`src/sv/fbpa_pkg.sv`:
```
// Shared constants, types and helpers for the fixed block pool allocator.
`default_nettype none

package fbpa_pkg;

  localparam int MAX_BLOCKS = 256;
  localparam int IDX_W      = $clog2(MAX_BLOCKS);
  localparam int LINK_W     = IDX_W + 1;

  localparam int ADDR_W  = 48;
  localparam int SHIFT_W = 5;
  localparam int COUNT_W = 9;

  localparam logic [SHIFT_W-1:0] SHIFT_MIN = SHIFT_W'(4);
  localparam logic [SHIFT_W-1:0] SHIFT_MAX = SHIFT_W'(24);

  localparam int APB_DATA_W = 64;
  localparam int APB_ADDR_W = 5;
  localparam int REG_IDX_W  = APB_ADDR_W - 3;

  localparam logic [REG_IDX_W-1:0] REG_POOL_BASE       = REG_IDX_W'(0);
  localparam logic [REG_IDX_W-1:0] REG_BLOCK_SIZE_LOG2 = REG_IDX_W'(1);
  localparam logic [REG_IDX_W-1:0] REG_BLOCK_COUNT     = REG_IDX_W'(2);

  localparam logic [ADDR_W-1:0]  RST_POOL_BASE       = '0;
  localparam logic [SHIFT_W-1:0] RST_BLOCK_SIZE_LOG2 = SHIFT_W'(12);
  localparam logic [COUNT_W-1:0] RST_BLOCK_COUNT     = COUNT_W'(256);

  localparam logic OP_LEASE   = 1'b0;
  localparam logic OP_RELEASE = 1'b1;

  typedef enum logic [1:0] {
    STATUS_OK          = 2'd0,
    STATUS_EXHAUSTED   = 2'd1,
    STATUS_BAD_RELEASE = 2'd2
  } status_t;

  typedef struct packed {
    logic [ADDR_W-1:0]  pool_base;
    logic [SHIFT_W-1:0] block_size_log2;
    logic [COUNT_W-1:0] block_count;
  } cfg_t;

  // Block size log2 clamped to the supported range.
  function automatic logic [SHIFT_W-1:0] eff_shift(input logic [SHIFT_W-1:0] sh);
    logic [SHIFT_W-1:0] res;
    res = sh;
    if (sh < SHIFT_MIN) res = SHIFT_MIN;
    if (sh > SHIFT_MAX) res = SHIFT_MAX;
    return res;
  endfunction

  // Block count clamped to the pool capacity.
  function automatic logic [LINK_W-1:0] eff_count(input logic [COUNT_W-1:0] cnt);
    logic [LINK_W-1:0] res;
    if (32'(cnt) > MAX_BLOCKS) res = LINK_W'(MAX_BLOCKS);
    else                       res = LINK_W'(cnt);
    return res;
  endfunction

endpackage

`default_nettype wire

```
`src/sv/fbpa_ram.sv`:
```
// Generic single-write, single-read RAM with registered read data.
`default_nettype none

module fbpa_ram #(
  parameter int WIDTH = 8,
  parameter int DEPTH = 16
) (
  input  wire logic                     clk,
  input  wire logic                     we,
  input  wire logic [$clog2(DEPTH)-1:0] waddr,
  input  wire logic [WIDTH-1:0]         wdata,
  input  wire logic [$clog2(DEPTH)-1:0] raddr,
  output logic      [WIDTH-1:0]         rdata
);

  logic [WIDTH-1:0] mem [DEPTH];

  always_ff @(posedge clk) begin
    if (we) begin
      mem[waddr] <= wdata;
    end
    rdata <= mem[raddr];
  end

endmodule

`default_nettype wire

```
`src/sv/fbpa_cfg.sv`:
```
// APB configuration registers of the block pool allocator.
`default_nettype none

module fbpa_cfg (
  input  wire logic                            clk,
  input  wire logic                            rst_n,
  input  wire logic                            psel,
  input  wire logic                            penable,
  input  wire logic                            pwrite,
  input  wire logic [fbpa_pkg::APB_ADDR_W-1:0] paddr,
  input  wire logic [fbpa_pkg::APB_DATA_W-1:0] pwdata,
  output logic      [fbpa_pkg::APB_DATA_W-1:0] prdata,
  output fbpa_pkg::cfg_t                       cfg
);
  import fbpa_pkg::*;

  cfg_t                 cfg_r;
  logic [REG_IDX_W-1:0] reg_idx;
  logic                 wr_en;

  // Registers sit on 8-byte boundaries; the low address bits are ignored.
  assign reg_idx = paddr[APB_ADDR_W-1:3];
  assign wr_en   = psel & penable & pwrite;

  always_ff @(posedge clk) begin
    if (!rst_n) begin
      cfg_r.pool_base       <= RST_POOL_BASE;
      cfg_r.block_size_log2 <= RST_BLOCK_SIZE_LOG2;
      cfg_r.block_count     <= RST_BLOCK_COUNT;
    end else if (wr_en) begin
      unique case (reg_idx)
        REG_POOL_BASE:       cfg_r.pool_base       <= pwdata[ADDR_W-1:0];
        REG_BLOCK_SIZE_LOG2: cfg_r.block_size_log2 <= pwdata[SHIFT_W-1:0];
        REG_BLOCK_COUNT:     cfg_r.block_count     <= pwdata[COUNT_W-1:0];
        default: ;
      endcase
    end
  end

  always_comb begin
    unique case (reg_idx)
      REG_POOL_BASE:       prdata = APB_DATA_W'(cfg_r.pool_base);
      REG_BLOCK_SIZE_LOG2: prdata = APB_DATA_W'(cfg_r.block_size_log2);
      REG_BLOCK_COUNT:     prdata = APB_DATA_W'(cfg_r.block_count);
      default:             prdata = '0;
    endcase
  end

  assign cfg = cfg_r;

endmodule

`default_nettype wire

```
`src/sv/fixed_block_pool_allocator.sv`:
```
// Top level of the fixed block pool allocator: request register, free list and result register.
//
//   Channel | Direction | Handshake              | Payload
//   in_     | request   | in_valid / in_stall    | in_operation, in_release_address
//   out_    | result    | out_valid / out_stall  | out_block_address, out_status
//   APB     | config    | psel, penable, pready  | paddr, pwdata, prdata
//
// A request is captured in the input register and resolved from it once the result register
// can take a result, so the block takes no new request before the held one is resolved.
// The link memory requires this: its registered read of the entry at the free-list head
// must follow each head update. The input stalls whenever a request is held; a stalled
// result register keeps that request, and so the input stall, in place until the result is taken.
// Reset empties the free list and the fresh count; the link memory is not cleared.
`default_nettype none

module fixed_block_pool_allocator (
  input  wire logic                            clk,
  input  wire logic                            rst_n,

  input  wire logic                            in_valid,
  output logic                                 in_stall,
  input  wire logic                            in_operation,
  input  wire logic [fbpa_pkg::ADDR_W-1:0]     in_release_address,

  output logic                                 out_valid,
  input  wire logic                            out_stall,
  output logic      [fbpa_pkg::ADDR_W-1:0]     out_block_address,
  output logic      [1:0]                      out_status,

  input  wire logic                            psel,
  input  wire logic                            penable,
  input  wire logic                            pwrite,
  input  wire logic [fbpa_pkg::APB_ADDR_W-1:0] paddr,
  input  wire logic [fbpa_pkg::APB_DATA_W-1:0] pwdata,
  output logic      [fbpa_pkg::APB_DATA_W-1:0] prdata,
  output logic                                 pready
);
  import fbpa_pkg::*;

  cfg_t cfg;

  // Request register
  logic              busy_r, busy_nxt;
  logic              op_r;
  logic [ADDR_W-1:0] off_r;

  // Free list state
  logic [LINK_W-1:0] head_r, head_nxt;
  logic [LINK_W-1:0] fresh_r, fresh_nxt;

  // Result register
  logic              out_valid_r, out_valid_nxt;
  logic [ADDR_W-1:0] out_addr_r, out_addr_nxt;
  status_t           out_status_r, out_status_nxt;

  // Link memory
  logic              link_we;
  logic [IDX_W-1:0]  link_waddr;
  logic [LINK_W-1:0] link_rdata;

  logic              in_take;
  logic              resolve;
  logic [SHIFT_W-1:0] sh;
  logic [LINK_W-1:0] cnt;
  logic [ADDR_W-1:0] low_mask;
  logic [ADDR_W-1:0] rel_idx;
  logic [LINK_W-1:0] lease_idx;
  logic [ADDR_W-1:0] lease_addr;

  fbpa_cfg u_cfg (
    .clk     (clk),
    .rst_n   (rst_n),
    .psel    (psel),
    .penable (penable),
    .pwrite  (pwrite),
    .paddr   (paddr),
    .pwdata  (pwdata),
    .prdata  (prdata),
    .cfg     (cfg)
  );

  assign pready = 1'b1;

  // The read port always follows the head, so the next entry is ready in the cycle
  // after the head moves.
  fbpa_ram #(
    .WIDTH (LINK_W),
    .DEPTH (MAX_BLOCKS)
  ) u_link_ram (
    .clk   (clk),
    .we    (link_we),
    .waddr (link_waddr),
    .wdata (head_r),
    .raddr (head_r[IDX_W-1:0]),
    .rdata (link_rdata)
  );

  assign in_stall = busy_r;
  assign in_take  = in_valid & ~busy_r;
  assign resolve  = busy_r & (~out_valid_r | ~out_stall);

  assign sh       = eff_shift(cfg.block_size_log2);
  assign cnt      = eff_count(cfg.block_count);
  assign low_mask = ~({ADDR_W{1'b1}} << sh);
  assign rel_idx  = off_r >> sh;

  assign lease_idx  = (head_r < LINK_W'(MAX_BLOCKS)) ? head_r : fresh_r;
  assign lease_addr = cfg.pool_base + (ADDR_W'(lease_idx) << sh);

  assign link_waddr = rel_idx[IDX_W-1:0];

  always_comb begin
    busy_nxt       = busy_r;
    head_nxt       = head_r;
    fresh_nxt      = fresh_r;
    out_valid_nxt  = out_valid_r & out_stall;
    out_addr_nxt   = out_addr_r;
    out_status_nxt = out_status_r;
    link_we        = 1'b0;

    if (in_take) begin
      busy_nxt = 1'b1;
    end

    if (resolve) begin
      busy_nxt       = 1'b0;
      out_valid_nxt  = 1'b1;
      out_addr_nxt   = '0;
      out_status_nxt = STATUS_OK;
      if (op_r == OP_LEASE) begin
        if (head_r < LINK_W'(MAX_BLOCKS)) begin
          out_addr_nxt = lease_addr;
          head_nxt     = link_rdata;
        end else if (fresh_r < cnt) begin
          out_addr_nxt = lease_addr;
          fresh_nxt    = fresh_r + LINK_W'(1);
        end else begin
          out_status_nxt = STATUS_EXHAUSTED;
        end
      end else begin
        if (((off_r & low_mask) != '0) || (rel_idx >= ADDR_W'(cnt))) begin
          out_status_nxt = STATUS_BAD_RELEASE;
        end else begin
          link_we  = 1'b1;
          head_nxt = LINK_W'(rel_idx[IDX_W-1:0]);
        end
      end
    end
  end

  always_ff @(posedge clk) begin
    if (!rst_n) begin
      busy_r      <= 1'b0;
      head_r      <= LINK_W'(MAX_BLOCKS);
      fresh_r     <= '0;
      out_valid_r <= 1'b0;
    end else begin
      busy_r      <= busy_nxt;
      head_r      <= head_nxt;
      fresh_r     <= fresh_nxt;
      out_valid_r <= out_valid_nxt;
    end
  end

  // The pool offset is taken at capture time; the user must keep configuration quiet while busy (not enforced here).
  always_ff @(posedge clk) begin
    if (in_take) begin
      op_r  <= in_operation;
      off_r <= in_release_address - cfg.pool_base;
    end
    out_addr_r   <= out_addr_nxt;
    out_status_r <= out_status_nxt;
  end

  assign out_valid         = out_valid_r;
  assign out_block_address = out_addr_r;
  assign out_status        = out_status_r;

endmodule

`default_nettype wire

```
`config.mk`:
```
export PLATFORM = sky130hd
export DESIGN_NAME = fixed_block_pool_allocator
export DESIGN_NICKNAME = d
export VERILOG_FILES = /design/src/sv/fbpa_pkg.sv /design/src/sv/fbpa_ram.sv /design/src/sv/fbpa_cfg.sv /design/src/sv/fixed_block_pool_allocator.sv
export SDC_FILE = /design/constraint.sdc
export NUM_CORES = 2
export LEC_CHECK = 0
export ABC_CLOCK_PERIOD_IN_PS = 12900
export BUFFER_PORTS_ARGS = -buffer_cell sky130_fd_sc_hd__buf_2
export CAP_MARGIN = 20
export CELL_PAD_IN_SITES_DETAIL_PLACEMENT = 1
export CELL_PAD_IN_SITES_GLOBAL_PLACEMENT = 1
export CORE_ASPECT_RATIO = 2
export CORE_MARGIN = 1
export CORE_UTILIZATION = 55
export CTS_CLUSTER_SIZE = 24
export DETAILED_ROUTE_END_ITERATION = 7
export PLACE_DENSITY_LB_ADDON = 0.1
export RECOVER_POWER = 25
export SLEW_MARGIN = 20
export SYNTH_ARGS = -nofsm -noshare
export SYNTH_HDL_FRONTEND = slang
export SYNTH_SLANG_ARGS = --single-unit
export TNS_END_PERCENT = 10
```
`constraint.sdc`:
```
create_clock -name clk -period 12.9 [get_ports clk]
set_input_delay 1.935 -clock clk [delete_from_list [all_inputs] [get_ports clk]]
set_output_delay 1.935 -clock clk [all_outputs]
set_load 0.03 [all_outputs]
```
Word level (Yosys, flattened, before mapping). Memory sizes are Yosys's and may differ from the RTL's. A register that Yosys moved wholly into a read port is not among the register bits. Index checks and enable logic that the tools add are counted. W data, S select, Z words.

RAM bits: 2304. Bits of input ports: 125. Memories kept: 1. Flip-flop bits (word level): 181.

Add/subtract/negate cells: 3. Reduce and logical (&&, ||, !) cells: 10. Muxes and demuxes: 20. Bitwise logic cells: 14. Eq/ne operators: 3. Shift operators: 3. $lt $le $gt $ge: 6.

Memories: u_link_ram.mem (depth 256, bits a word 9, read ports 1, clocked after Yosys merged registers in 1, wr ports 1, RTL line fbpa_ram.sv:16) `logic [WIDTH-1:0] mem [DEPTH];`.

Operators with widths (count): $pmux W48 S3 (1); $mux W48 (2); $add A48 B48 Y48 (1); $and A48 B48 Y48 (1); $ge A48 B9 Y1 (1); $not A48 Y48 (1); $reduce_bool A48 Y1 (1); $shl A48 B5 Y48 const A (1); $shl A9 B5 Y48 (1); $shr A48 B5 Y48 (1); $sub A48 B48 Y48 (1); $mux W9 (5); $mux W5 (2); $add A9 B1 Y9 const B (1); $gt A9 B9 Y1 const B (1); $lt A9 B9 Y1 (1); $lt A9 B9 Y1 const B (1); $mux W1 (8); $not A1 Y1 (6); $reduce_and A2 Y1 (3); $and A1 B1 Y1 (5); $gt A5 B5 Y1 const B (1); $lt A5 B3 Y1 const B (1); $mux W2 (2); other kinds (10) (10).

Longest topological paths before layout.
Depth after elaboration: 13. Gate-level depth with buffers: 24.

Hierarchy. A second synthesis with hierarchy kept.

Cell total of the unflattened synthesis: 6133. Area, all modules: 105302.2 um^2.

By module, submodules not included: fbpa_ram (times used 1, seq. area each 69366.5 um^2, area an instance 89278.1 um^2, cells each 4237); fixed_block_pool_allocator (times used 1, seq. area each 3373.2 um^2, area an instance 13020.0 um^2, cells each 1547); fbpa_cfg (times used 1, seq. area each 1241.2 um^2, area an instance 3004.1 um^2, cells each 349).

Least setup slack after synthesis. OpenSTA, ideal clock, no wires.

Path kind: reg-to-reg. Start: register head_r[0]. End: register out_addr_r[38] (netlist: out_block_address[38]) (data pin). Arrival time: 7.755 ns. Setup time: 0.260 ns. Path slack: 4.885 ns. Path buffers: 4. Cell stages (with the launch flop): 21. Path through: dfxtp_1 > clkbuf_1 > clkbuf_1 > clkbuf_1 > buf_1 > mux4_2 > mux2i_1 > mux2i_1 > a21oi_1 > nor2_1 > ha_1 > a21oi_1 > o21ai_0 > a21o_1 > a2111oi_0 > a21boi_0 > nor2_1 > a221o_1 > a21bo_2 > a21oi_1 > mux2i_1.

Cells in the longest elaborated chain, start to end: 6.

Ends and longest elaborated chain: start, declared (RTL line fixed_block_pool_allocator.sv:48) `logic [LINK_W-1:0] head_r, head_nxt;`; start signal, assigned (RTL line fixed_block_pool_allocator.sv:154) `head_r <= LINK_W'(MAX_BLOCKS);`; start signal, assigned (RTL line fixed_block_pool_allocator.sv:159) `head_r <= head_nxt;`; $lt A9 B9 Y1 (RTL line fixed_block_pool_allocator.sv:107, fixed_block_pool_allocator.sv:131); $mux W9 (RTL line fixed_block_pool_allocator.sv:107) `assign lease_idx = (head_r < LINK_W'(MAX_BLOCKS)) ? head_r : fresh_r;`; $shl A9 B5 Y48 (RTL line fixed_block_pool_allocator.sv:108) `assign lease_addr = cfg.pool_base + (ADDR_W'(lease_idx) << sh);`; $add A48 B48 Y48 (RTL line fixed_block_pool_allocator.sv:108); $mux W48 (RTL line fixed_block_pool_allocator.sv:134) `end else if (fresh_r < cnt) begin`; $mux W48 * (RTL line fixed_block_pool_allocator.sv:131) `if (head_r < LINK_W'(MAX_BLOCKS)) begin`; end signal, assigned (RTL line fixed_block_pool_allocator.sv:171) `out_addr_r <= out_addr_nxt;`; end, declared (RTL line fixed_block_pool_allocator.sv:53) `logic [ADDR_W-1:0] out_addr_r, out_addr_nxt;`.

Every way passes the cells marked *; elsewhere a longest branch is shown, timed or not. A chain may end at the register's enable or synchronous reset.

==> flow_summary_export.csv <==
group,metric,value,unit
routing,drt_first_pass_iters,5,
synthesis,yosysSeqAreaShare,70.8,%
layout,seqCellArea,74000,um^2
clocking,htree_levels,4,
clocking,cts_tree,"built",
clocking,post_cts_buffers,0,
synthesis,synth_area_per_cell,18.7,um^2
floorplanning,coreArea,189000,um^2
synthesis,yosys_most_used_dff,"edfxtp_1",
status,failed_checks,"max-capacitance violations, max-slew violations",
global_routing,antenna_found_initial,31,
placement,pre_cts_slack,4750,ps
flow_run,maxCapViolCount,24,
sta,hold_viol,0,
global_routing,grt_usage,31.5,%
setup_path,start_kind,"register",
min_path,hp-class,"register to register",
setup_path,crit_type,"register to register",
floorplanning,rows,226,
sta,worstMarginPinSlew,5240,ps
floorplanning,ios,242,
clocking,cts_hold_buf,0,
power,total_power,15.7,mW
clocking,clockBufferDepth,4,
power,p_leak,40.4,nW
sta,period_minus_slack,9080,ps
routing,drc,0,
synthesis,ys_seq_elements,2494,
clocking,cts_root_buffer,"clkbuf_16",
layout,drive_gt1_share,23.7,%
clocking,cts_buffers,211,
placement,dp.final_hpwl,202,mm
layout,nets,6013,
setup_path,cp_data_arrival_time,9810,ps
routing,wl,297,mm
setup_path,crit_required,13630,ps
synthesis,synth_area,105000,um^2
sta,fin_ws,3820,ps
placement,numPortBuffers,205,
synthesis,synthArstFlopShare,0,%
routing,ant_nets,0,
sta,period_share,70.4,%
sta,setup_tns,0,ps
layout,multi_input_area,29100,um^2
global_routing,grt_pass1_vias,58000,
synthesis,synth.distinct_cells,82,
synthesis,ys_warn_count,0,
global_routing,grt_pass1_wl,421,mm
floorplanning,fp.dieH,619,um
routing,via_per_inst,6.47,
sta,drv_slew,1451,
layout,synthToLayoutAreaGrowth,10.1,%
layout,fill_cells,16000,
clocking,clock-sinks,2494,
power,power_density,136,nW/um^2
placement,dp.cells,8073,
routing,drt_iter0_drc,4689,
placement,routabilityCongestion,0.921,
global_routing,grt_max_degree,194,
sta,rsz0062_at_grt,"false",
clocking,ctsResizeCount,0,
synthesis,synth_edf_count,2403,
floorplanning,die-area,192000,um^2
status,status,"finished, violations left",
clocking,path_clk_slew,70,ps
sta,hold_ws,491,ps
sta,fmax,110,MHz
setup_path,path_max_fanout,58,
floorplanning,start_util,55.3,%
setup_path,cp-end-kind,"register",
global_routing,grt_overflow_total,0,
synthesis,synthCells,5596,
clocking,clock_latency,900,ps
routing,wl_per_cell,35.1,um
power,ir_drop,0.135,mV
sta,fin_skew,52.0,ps
layout,final_cells,8484,
floorplanning,die_x,310,um
sta,maxSlewHeadroom,-249,%
routing,dr_total_vias,54900,
sta,setup_viol,0,
## where the power goes
group | switching, mW | internal, mW | total [mW] | leakage, nW
Clock | 2.91 | 3.54 | 6.45 | 3.28
Sequential | 0.0373 | 8.77 | 8.81 | 27.3
Combinational | 0.276 | 0.121 | 0.398 | 9.86
Total | 3.22 | 12.4 | 15.7 | 40.4
## through the flow
stage / instance area [um^2] / utilization, %
after floorplan: 105000 / -
after global placement: 108000 / 57.2
after detailed placement: 108000 / 57.2
after CTS: 115000 / 60.8
after global routing: 115000 / 60.9
final: 115000 / 60.9
## final timing paths
kind	from	to	slack, ps	cells past startpoint
setup / recovery	head_r[0]$_SDFFE_PN0P_	u_link_ram.rdata[4]$_DFF_P_	3820	7
hold / removal	u_cfg.cfg[46]$_SDFFE_PN0P_	u_cfg.cfg[46]$_SDFFE_PN0P_	490	2
setup reg to reg	head_r[0]$_SDFFE_PN0P_	u_link_ram.rdata[4]$_DFF_P_	3820	7
hold reg to reg	u_cfg.cfg[46]$_SDFFE_PN0P_	u_cfg.cfg[46]$_SDFFE_PN0P_	490	2
## flip-flops by register name, indices dropped and copies added (netlist names)
name and flops:
op_r 1, u_cfg.cfg 62, out_status 2, out_valid 1, u_link_ram.mem 2304, fresh_r 9
u_link_ram.rdata 9, in_stall 1, out_block_address 48, off_r 48, head_r 9
## synth_stat cells (17+ instances only)
master	count	area (um^2)
o21ai_0	91	455
a21o_1	64	480
nand2b_1	27	169
nor3_1	63	315
nand2_1	310	1160
nor2b_1	21	131
ha_1	105	1310
o221ai_1	73	639
a21oi_1	203	1020
nand3_1	44	220
nand4_1	17	106
a31oi_1	22	138
mux2i_1	59	591
buf_1	58	218
xor2_1	39	342
edfxtp_1	2403	72200
nor2_1	442	1660
xnor2_1	42	368
clkbuf_1	252	946
buf_2	17	85.1
mux4_2	784	17700
o22ai_1	18	113
dfxtp_1	91	1820
inv_1	89	334
buf_4	17	128
## placed cells by master (no fill, tap or decap), types with 16 or more instances in the layout
master,n
o22ai_1,18
buf_4,60
buf_2,205
edfxtp_1,2403
nand3_1,40
o21ai_0,90
and3_1,16
nand2b_1,27
clkbuf_1,48
nand2_1,310
mux4_2,784
a21oi_1,202
nor2_1,442
inv_1,88
clkinv_1,41
nor3_1,62
clkbuf_16,215
a21o_1,64
bufinv_16,24
xor2_1,39
diode_2,33
clkinvlp_4,19
mux2i_1,59
clkinv_2,34
conb_1,29
xnor2_1,42
dfxtp_1,88
nor2b_1,21
o221ai_1,73
o211ai_1,16
nand4_1,17
a31oi_1,22
ha_1,105
## metal layers
metal / GRT usage, % / routed length (um) / vias to the layer above
met4: 24.2 / 26300 / 8
met5: 0 / 51 / -
met1: 32.1 / 94000 / 29000
met3: 4.50 / 13700 / 717
met2: 57.4 / 163000 / 1948
li1: - / - / 23200
## area by class of cell
cell class              instances  area share (%)
inverters                      92           0.300
clock buffers                 249            4.80
multi-input cells            2693            25.3
flip-flops and latches       2494            64.3
repair buffers                289            1.48
well taps                    2508            2.73
clock inverters               126            1.11
diodes                         33          0.0717
## logic make-up after synthesis
kind of cell / count (synthesis) / share of synthesized area, %
flip-flops: 2494 / 70.8
buffers and inverters: 436 / 1.65
AND/OR/NAND/NOR: 1020 / 4.26
AO/OA/AOI/OAI: 601 / 3.77
multiplexers: 855 / 17.6
other: 2 / 0.00718
adder cells (fa/ha/maj): 107 / 1.29
XOR/XNOR: 81 / 0.679
## worst max-delay path: stages, from the launching register on
cell and delay [ps]:
dfxtp_1 2170, clkbuf_1 2340, buf_4 980, buf_4 820, mux4_2 650, mux4_2 630
mux4_2 630, mux4_2 540
Power figures use the tool's default switching activity.
